`config.mk`:
```
export PLATFORM = sky130hd
export DESIGN_NAME = sake_ctrl
export DESIGN_NICKNAME = d
export VERILOG_FILES = /design/src/hw/rtl/sake_pkg.sv /design/src/hw/rtl/sake_ctrl.sv
export SDC_FILE = /design/constraint.sdc
export NUM_CORES = 1
export LEC_CHECK = 0
export BUFFER_PORTS_ARGS = -buffer_cell sky130_fd_sc_hd__buf_2
export CORE_MARGIN = 10
export CORE_UTILIZATION = 53
export CTS_CLUSTER_SIZE = 20
export DETAILED_ROUTE_END_ITERATION = 7
export HOLD_SLACK_MARGIN = 0.06
export PLACE_DENSITY_LB_ADDON = 0.25
export SLEW_MARGIN = 15
export SYNTH_ARGS = -nofsm -noshare
export SYNTH_HDL_FRONTEND = slang
export SYNTH_SLANG_ARGS = --single-unit
```
`constraint.sdc`:
```
create_clock -name clk -period 3.3 [get_ports clk]
set_clock_uncertainty 0.05 [all_clocks]
set_input_delay 0.495 -clock clk [delete_from_list [all_inputs] [get_ports clk]]
set_output_delay 0.495 -clock clk [all_outputs]
set_load 0.005 [all_outputs]
```
`src/hw/rtl/sake_pkg.sv`:
```
// Shared types, constants and arithmetic helpers for the speed/accel estimator
`timescale 1ns / 1ps
package sake_pkg;

  localparam int FRAC_BITS = 20;
  localparam int DT_BITS   = 24;
  localparam logic signed [63:0] ONE_Q20 = 64'sd1048576;
  localparam logic signed [63:0] LIM64   = 64'sh7FFF_FFFF_FFFF_FFFF;
  localparam logic signed [63:0] NLIM64  = -64'sh7FFF_FFFF_FFFF_FFFF;

  localparam logic [62:0] PN_RESET = 63'd104858;
  localparam logic [62:0] SN_RESET = 63'd104857600;
  localparam logic [62:0] AN_RESET = 63'd1048576000000000000;

  typedef enum logic [1:0] {
    REG_PROCESS_NOISE = 2'd0,
    REG_SPEED_NOISE   = 2'd1,
    REG_ACCEL_NOISE   = 2'd2
  } cfg_reg_t;

  localparam logic CMD_UPDATE = 1'b0;
  localparam logic CMD_CLEAR  = 1'b1;

  // register file slots in the datapath
  typedef enum logic [4:0] {
    R_DT, R_SM, R_AM, R_PN, R_SN, R_AN,
    R_C0, R_C1, R_C2, R_C3, R_SPD, R_ACC, R_POS,
    R_PS, R_PA, R_DC3, R_P00, R_P01, R_P10, R_P11,
    R_D1, R_K00, R_K10, R_INN, R_S1, R_A1, R_OMK,
    R_Q00, R_Q01, R_Q10, R_Q11, R_T
  } slot_t;

  // datapath operations
  typedef enum logic [3:0] {
    OP_MUL20, OP_MUL24, OP_ADD, OP_SUB, OP_DIV,
    OP_SAT32_ADD, OP_SAT48_ADD, OP_MOV, OP_NOP
  } op_t;

  typedef struct packed {
    op_t   op;
    slot_t src_a;
    slot_t src_b;
    slot_t dst;
    logic  start;
  } dp_cmd_t;

  typedef struct packed {
    logic busy;
  } dp_sts_t;

  typedef enum logic [2:0] {
    S_IDLE, S_LOAD, S_ISSUE, S_WAIT, S_COMMIT, S_OUT
  } state_t;

  localparam int NUM_STEPS = 45;
  localparam int STEP_W    = $clog2(NUM_STEPS);

  typedef struct packed {
    op_t   op;
    slot_t a;
    slot_t b;
    slot_t d;
  } step_t;

  function automatic step_t program_step(input logic [STEP_W-1:0] i);
    step_t s;
    s = '{OP_NOP, R_T, R_T, R_T};
    unique case (i)
      6'd0:  s = '{OP_MUL24, R_ACC, R_DT, R_T};
      6'd1:  s = '{OP_SAT32_ADD, R_SPD, R_T, R_PS};
      6'd2:  s = '{OP_MOV, R_ACC, R_ACC, R_PA};
      6'd3:  s = '{OP_MUL24, R_DT, R_C3, R_DC3};
      6'd4:  s = '{OP_ADD, R_C1, R_C2, R_T};
      6'd5:  s = '{OP_MUL24, R_DT, R_T, R_T};
      6'd6:  s = '{OP_ADD, R_C0, R_T, R_P00};
      6'd7:  s = '{OP_MUL24, R_DT, R_DT, R_T};
      6'd8:  s = '{OP_MUL24, R_T, R_C3, R_T};
      6'd9:  s = '{OP_ADD, R_P00, R_T, R_P00};
      6'd10: s = '{OP_ADD, R_P00, R_PN, R_P00};
      6'd11: s = '{OP_ADD, R_C1, R_DC3, R_P01};
      6'd12: s = '{OP_ADD, R_C2, R_DC3, R_P10};
      6'd13: s = '{OP_ADD, R_C3, R_PN, R_P11};
      6'd14: s = '{OP_ADD, R_P00, R_SN, R_D1};
      6'd15: s = '{OP_DIV, R_P00, R_D1, R_K00};
      6'd16: s = '{OP_DIV, R_P10, R_D1, R_K10};
      6'd17: s = '{OP_SUB, R_SM, R_PS, R_INN};
      6'd18: s = '{OP_MUL20, R_K00, R_INN, R_T};
      6'd19: s = '{OP_SAT32_ADD, R_PS, R_T, R_S1};
      6'd20: s = '{OP_MUL20, R_K10, R_INN, R_T};
      6'd21: s = '{OP_SAT32_ADD, R_PA, R_T, R_A1};
      6'd22: s = '{OP_SUB, R_DT, R_K00, R_OMK}; // a is forced to one
      6'd23: s = '{OP_MUL20, R_OMK, R_P00, R_Q00};
      6'd24: s = '{OP_MUL20, R_OMK, R_P01, R_Q01};
      6'd25: s = '{OP_MUL20, R_K10, R_P00, R_T};
      6'd26: s = '{OP_SUB, R_P10, R_T, R_Q10};
      6'd27: s = '{OP_MUL20, R_K10, R_P01, R_T};
      6'd28: s = '{OP_SUB, R_P11, R_T, R_Q11};
      6'd29: s = '{OP_ADD, R_Q11, R_AN, R_D1};
      6'd30: s = '{OP_DIV, R_Q01, R_D1, R_K00};
      6'd31: s = '{OP_DIV, R_Q11, R_D1, R_K10};
      6'd32: s = '{OP_SUB, R_AM, R_A1, R_INN};
      6'd33: s = '{OP_MUL20, R_K00, R_INN, R_T};
      6'd34: s = '{OP_SAT32_ADD, R_S1, R_T, R_SPD};
      6'd35: s = '{OP_MUL20, R_K10, R_INN, R_T};
      6'd36: s = '{OP_SAT32_ADD, R_A1, R_T, R_ACC};
      6'd37: s = '{OP_MUL20, R_K00, R_Q10, R_T};
      6'd38: s = '{OP_SUB, R_Q00, R_T, R_C0};
      6'd39: s = '{OP_MUL20, R_K00, R_Q11, R_T};
      6'd40: s = '{OP_SUB, R_Q01, R_T, R_C1};
      6'd41: s = '{OP_MUL20, R_K10, R_Q10, R_T};
      6'd42: s = '{OP_SUB, R_Q10, R_T, R_C2};
      6'd43: s = '{OP_MUL20, R_K10, R_Q11, R_T};
      6'd44: s = '{OP_SUB, R_Q11, R_T, R_C3};
      default: s = '{OP_NOP, R_T, R_T, R_T};
    endcase
    return s;
  endfunction

  // magnitude-saturating add, limits +/-(2^63-1)
  function automatic logic signed [63:0] sadd(input logic signed [63:0] a,
                                              input logic signed [63:0] b);
    logic signed [64:0] s;
    s = 65'(a) + 65'(b);
    if (s > 65'(LIM64)) return LIM64;
    if (s < 65'(NLIM64)) return NLIM64;
    return s[63:0];
  endfunction

  function automatic logic signed [63:0] ssub(input logic signed [63:0] a,
                                              input logic signed [63:0] b);
    logic signed [64:0] s;
    s = 65'(a) - 65'(b);
    if (s > 65'(LIM64)) return LIM64;
    if (s < 65'(NLIM64)) return NLIM64;
    return s[63:0];
  endfunction

  function automatic logic [63:0] mag64(input logic signed [63:0] a);
    return a[63] ? 64'(-a) : 64'(a);
  endfunction

endpackage

```
`src/hw/rtl/sake_ctrl.sv`:
```
// Sequencer stepping the update program through the datapath
`timescale 1ns / 1ps
module sake_ctrl (
  input  logic clk,
  input  logic rst_n,
  input  logic in_valid,
  input  logic in_cmd,
  output logic in_ready,
  output logic out_valid,
  input  logic out_ready,
  output logic load,
  output logic clear,
  output sake_pkg::dp_cmd_t cmd,
  input  sake_pkg::dp_sts_t sts
);
  import sake_pkg::*;

  state_t state_r, state_nxt;
  logic [STEP_W-1:0] pc_r, pc_nxt;
  logic              pos_r, pos_nxt;
  step_t             st;

  always_ff @(posedge clk) begin
    if (!rst_n) begin
      state_r <= S_IDLE;
      pc_r    <= '0;
      pos_r   <= 1'b0;
    end else begin
      state_r <= state_nxt;
      pc_r    <= pc_nxt;
      pos_r   <= pos_nxt;
    end
  end

  always_comb begin
    st = program_step(pc_r);
    // position update runs after the covariance program
    if (pos_r) st = pc_r[0] ? step_t'{OP_SAT48_ADD, R_POS, R_T, R_POS}
                            : step_t'{OP_MUL24, R_SPD, R_DT, R_T};
    state_nxt = state_r;
    pc_nxt    = pc_r;
    pos_nxt   = pos_r;
    in_ready  = 1'b0;
    out_valid = 1'b0;
    load      = 1'b0;
    clear     = 1'b0;
    cmd       = '{OP_NOP, R_T, R_T, R_T, 1'b0};
    unique case (state_r)
      S_IDLE: begin
        in_ready = 1'b1;
        if (in_valid) begin
          if (in_cmd == CMD_CLEAR) begin
            clear = 1'b1;
            state_nxt = S_OUT;
          end else begin
            load = 1'b1;
            pc_nxt = '0;
            pos_nxt = 1'b0;
            state_nxt = S_ISSUE;
          end
        end
      end
      S_ISSUE: begin
        cmd = '{st.op, st.a, st.b, st.d, 1'b1};
        if (st.op == OP_MUL20 || st.op == OP_MUL24 || st.op == OP_DIV)
          state_nxt = S_WAIT;
        else
          state_nxt = S_COMMIT;
      end
      S_WAIT: begin
        if (!sts.busy) state_nxt = S_COMMIT;
      end
      S_COMMIT: begin
        state_nxt = S_ISSUE;
        if (pos_r) begin
          if (pc_r[0]) state_nxt = S_OUT;
          else pc_nxt = pc_r + 1'b1;
        end else if (pc_r == STEP_W'(NUM_STEPS - 1)) begin
          pos_nxt = 1'b1;
          pc_nxt = '0;
        end else begin
          pc_nxt = pc_r + 1'b1;
        end
      end
      S_OUT: begin
        out_valid = 1'b1;
        if (out_ready) state_nxt = S_IDLE;
      end
      default: state_nxt = S_IDLE;
    endcase
  end
endmodule

```
# [After elaboration in Yosys (flattened, before gate mapping)]
# Memories as Yosys holds them, arrays and structs flattened.
# Cells that the tools add are included.
[totals] regBits=10 latch_bits=0 ramBits=0 rom_bits=1216 memories=1
[classes] add_sub_neg=1 n_mul=0 div_mod_pow=0 n_lt_le_gt_ge=0 n_eq_ne=12 n_shift=0 muxes=30 bitwise=0 reduce_logical=8
[mem_list] name="(no name shown)" depth=64 width=19 read_ports=1 rd_clocked_by_memory_dff=0 wr=0 line_no="sake_pkg.sv:68" rtl="unique case (i)"
[op_table] op="6-bit 2-to-1 mux" n=5
[op_table] op="3-bit 2-to-1 mux" n=7
[op_table] op="20-bit 2-to-1 mux" n=1
[op_table] op="19-bit 2-to-1 mux" n=1
[op_table] op="18-bit 2-to-1 mux" n=1
[op_table] op="3-bit case mux with 5 select lines" n=1
[op_table] op="1-bit 2-to-1 mux" n=12
[op_table] op="6-bit case mux with 2 select lines" n=1
[op_table] op="2-bit != test, second input constant" n=4
[op_table] op="6-bit by 1-bit adder with 6-bit output, second input constant" n=1
[op_table] op="3-bit by 2-bit == test with 1-bit output, second input constant" n=2
[op_table] op="3-bit == test, second input constant" n=2
[op_table] op="6-bit == test, second input constant" n=1
[op_table] op="3-bit AND reduction" n=2
[op_table] op="4-bit by 1-bit == test with 1-bit output, second input constant" n=1
[op_table] op="4-bit by 3-bit == test with 1-bit output, second input constant" n=1
[op_table] op="4-bit zero test" n=1
[op_table] op="4-bit AND reduction" n=1
[op_table] op="3-bit zero test" n=1
[op_table] op="3-bit != test, second input constant" n=1
[op_table] op="1-bit logical OR" n=2
[op_table] op="1-bit case mux with 2 select lines" n=1
[op_table] op="2-bit nonzero test" n=1

# [Logic depth before layout (Yosys ltp)]
[depth] depth_word=7 mapped_depth=9

# [Worst setup path before layout]
# No wires, ideal clock.
[synth_path] path_type="reg-to-output" startpoint="register pc_r[0]" endpoint="output port cmd[12] (netlist bit)" arrival_time_ns=1.909 t_required_ns=2.755 setup_slack_ns=0.846 path_stages_with_launch=10 path_cell_list="dfxtp_1 inv_1 ha_1 clkbuf_1 nand2b_1 a21boi_0 o22ai_1 o21ai_1 o21a_1 o21ai_1"
[synth_lines] element="start, declared" line_no="sake_ctrl.sv:19" rtl="logic [STEP_W-1:0] pc_r, pc_nxt;"
[synth_lines] element="start signal, assigned" line_no="sake_ctrl.sv:30" rtl="pc_r <= pc_nxt;"
[synth_lines] element="end, declared" line_no="sake_ctrl.sv:13" rtl="output sake_pkg::dp_cmd_t cmd,"

==> flow_summary.json <==
{
  "leakage_uw": 0.0009341,
  "cp-start-kind": "flop",
  "antennaDiodeCount": 0,
  "postCtsSetupRepairBufs": 0,
  "ys_types": 64,
  "crit_type": "reg2out",
  "portBuffers": 29,
  "synth_area_um2": 2218,
  "ioPinCount": 30,
  "syn_nets": 355,
  "gr-total-overflow": 0,
  "critical_path_arrival_ns": 2.46,
  "grt_usage_pct": 19.94,
  "cts_made_buffers": 3,
  "via_per_inst": 6.808,
  "fillers": 386,
  "crit_path_max_fanout": 10,
  "maxSlewHeadroom_pct": 56.61,
  "p_comb_share_pct": 40.2,
  "cp-end-kind": "output pin",
  "clk_latency_ns": 0.24,
  "drt-pass1-iter-count": 6,
  "fin_ws_ns": 0.2968,
  "post-route-util_pct": 59.81,
  "swShare_pct": 38.29,
  "yosysWarnings": 0,
  "register_area_um2": 201.4,
  "layout-drive-gt1-share_pct": 17.38,
  "final_nets": 372,
  "ant_nets": 0,
  "wl_per_cell_um": 18.72,
  "p_per_area_nw_per_um2": 213.2,
  "drc": 0,
  "cts_sinks": 10,
  "die_w_um": 84.70,
  "cts.repair.resized": 0,
  "clock.fmax_mhz": 333.0,
  "drt_iter0_drc": 598,
  "ir_worst_vdd_mv": 0.1207,
  "ys.flop_type": "dfxtp_1",
  "core_um2": 4029,
  "worstMarginPinSlew_ns": 0.6500,
  "multi_input_area_um2": 1784,
  "synth-edff-count": 0,
  "htreeDepth": 1,
  "syn_avg_cell_area_um2": 6.622,
  "setup_viol": 0,
  "max-cap-violations": 0,
  "dr_total_vias": 2730,
  "clk_pin_slew_ns": 0.06,
  "hp-class": "in2reg",
  "finalCritPeriodShare_pct": 91.01,
  "worstPathRequired_ns": 2.75,
  "dp_slack_ns": 0.6375,
  "seq_power_share_pct": 27.6,
  "yosysSeqAreaShare_pct": 9.024,
  "cts_tree": "built",
  "power.switching_uw": 196.7,
  "finalHoldViolCount": 0,
  "drt_wl_total_mm": 7.507,
  "die_h_um": 84.70,
  "antenna_found_initial": 0,
  "cts_buffer_depth": 2,
  "initial_core_util_pct": 55.06,
  "slew_viol_final": 0,
  "synthArstFlopShare_pct": 0,
  "clockRootBuffer": "clkbuf_8",
  "status": "complete, no violations",
  "grt_max_degree": 24,
  "dp_hpwl_mm": 5.338,
  "grt_first_pass_wirelength_mm": 12.34,
  "rsz0062_at_grt": "no",
  "synthCells": 335,
  "p_int_uw": 317.1,
  "rows": 23,
  "grt_pass1_vias": 2425,
  "cts_hold_buf": 0,
  "synth.ff_latch_count": 10,
  "fin_setup_tns_ns": 0,
  "final.min_clock_period_ns": 3.003,
  "power.share.clock_pct": 32.2,
  "synthToLayoutAreaGrowth_pct": 8.629,
  "gp_congestion": 1.021,
  "die_area_um2": 7173
}
## worst max-delay path, cell delays in order, from the launching register on
cell and delay [ns]:
dfxtp_1 0.31, inv_1 0.27, ha_1 0.46, nand2_1 0.28
a32o_1 0.34, o31ai_2 0.30, a21boi_1 0.12, buf_2 0.14
## layer usage
metal,up-vias,part of all wire (%),routed length [µm],GRT usage [%]
li1,1262,-,-,-
met1,1207,39,2935,26.00
met2,232,45,3343,30.82
met3,29,13,1000,5.217
met4,0,3.0,227,6.737
met5,-,0,0,0
## metrics by stage
step	instances	hold slack [ns]	instance area, µm²	total power, µW
5_1_grt	401	0.4457	2410	546.9
3_3_place_gp	397	0.5434	2355	343.9
2_1_floorplan	335	0.4864	2218	280.2
4_1_cts	401	0.4257	2410	511.6
6_report	401	0.4237	2410	513.8
3_5_place_dp	397	0.5511	2355	348.4
## Yosys cell counts, drive strengths merged (3+ instances only)
cell type  number  area (µm²)
a21boi          5       37.53
o22ai           9       56.30
a211oi          4       30.03
dfxtp          10       200.2
and2            5       31.28
buf            23       152.6
clkbuf          6       22.52
ha             14       175.2
nand2b         11       68.82
and3            3       23.77
nand3           4       20.02
a22oi           3       27.52
nor2b          14       90.09
o32ai           4       42.55
o21ai          36       180.2
inv            15       58.81
a31oi          12       75.07
o31ai           7       62.56
nor3            7       40.04
mux2i           3       30.03
a21oi          21       105.1
nor2           29       108.9
o21a            4       30.03
nand2          48       187.7
o211ai          6       45.04
## cell usage in the layout (no fill, tap or decap), types with 2 or more instances in the layout
cell and instances:
dfxtp_1 9, o211ai_1 6, a221o_1 2, o21ai_0 25
nor3_1 6, a21boi_0 3, o31ai_2 2, a22oi_1 2
nand2_1 47, and2_1 5, clkbuf_8 4, o21ai_1 11
o21a_1 4, inv_1 13, o32ai_1 3, a21boi_1 2
mux2_2 2, nor2b_1 13, a31oi_1 12, nor4_1 2
ha_1 14, a21oi_1 21, nand3_1 4, a211oi_1 4
nor2_1 29, o41ai_1 2, a32o_1 2, and3_1 2
o22ai_1 9, o311ai_1 2, mux2i_1 3, buf_2 29
buf_4 11, o31ai_1 5, nand2b_1 11
## cell families (layout without fill, tap and decap cells)
kind of cell / count (synthesis) / count (layout) / synth area share [%]
XOR/XNOR: 1 / 1 / 0.3949
adder cells (fa/ha/maj): 14 / 14 / 7.896
AND/OR/NAND/NOR: 128 / 128 / 28.43
buffers and inverters: 44 / 60 / 10.55
multiplexers: 5 / 5 / 2.369
flip-flops: 10 / 10 / 9.024
AO/OA/AOI/OAI: 133 / 133 / 41.34
## final timing paths
kind / from / end / slack (ns) / depth (start not counted)
max: pc_r[0] / cmd[17] / 0.30 / 7
min reg2reg: pc_r[4] / pc_r[4] / 0.56 / 1
max reg2reg: pc_r[0] / state_r[2] / 0.90 / 7
min: out_ready / state_r[2] / 0.42 / 2
## registers in the layout (all words and copies together), names as in the netlist
name	count
state_r	3
pc_r	6
pos_r	1
## layout make-up
class | instances | share of cell area, %
multi-input combinational | 281 | 74.04
inverter | 15 | 2.440
sequential | 10 | 8.359
timing repair buffer | 41 | 10.28
tap | 50 | 2.596
clock buffer | 4 | 2.285
## power by group through the flow
| stage | Combinational (µW) | Clock (µW) | Sequential [µW] |
|---|---|---|---|
| 6_report | 207 | 165 | 142 |
| 3_5_place_dp | 205 | 0 | 144 |
| 5_1_grt | 233 | 170 | 143 |
| 3_3_place_gp | 201 | 0 | 143 |
| 2_1_floorplan | 144 | 0 | 136 |
| 4_1_cts | 206 | 164 | 141 |
Note: power is estimated with default switching activity, not from simulation.
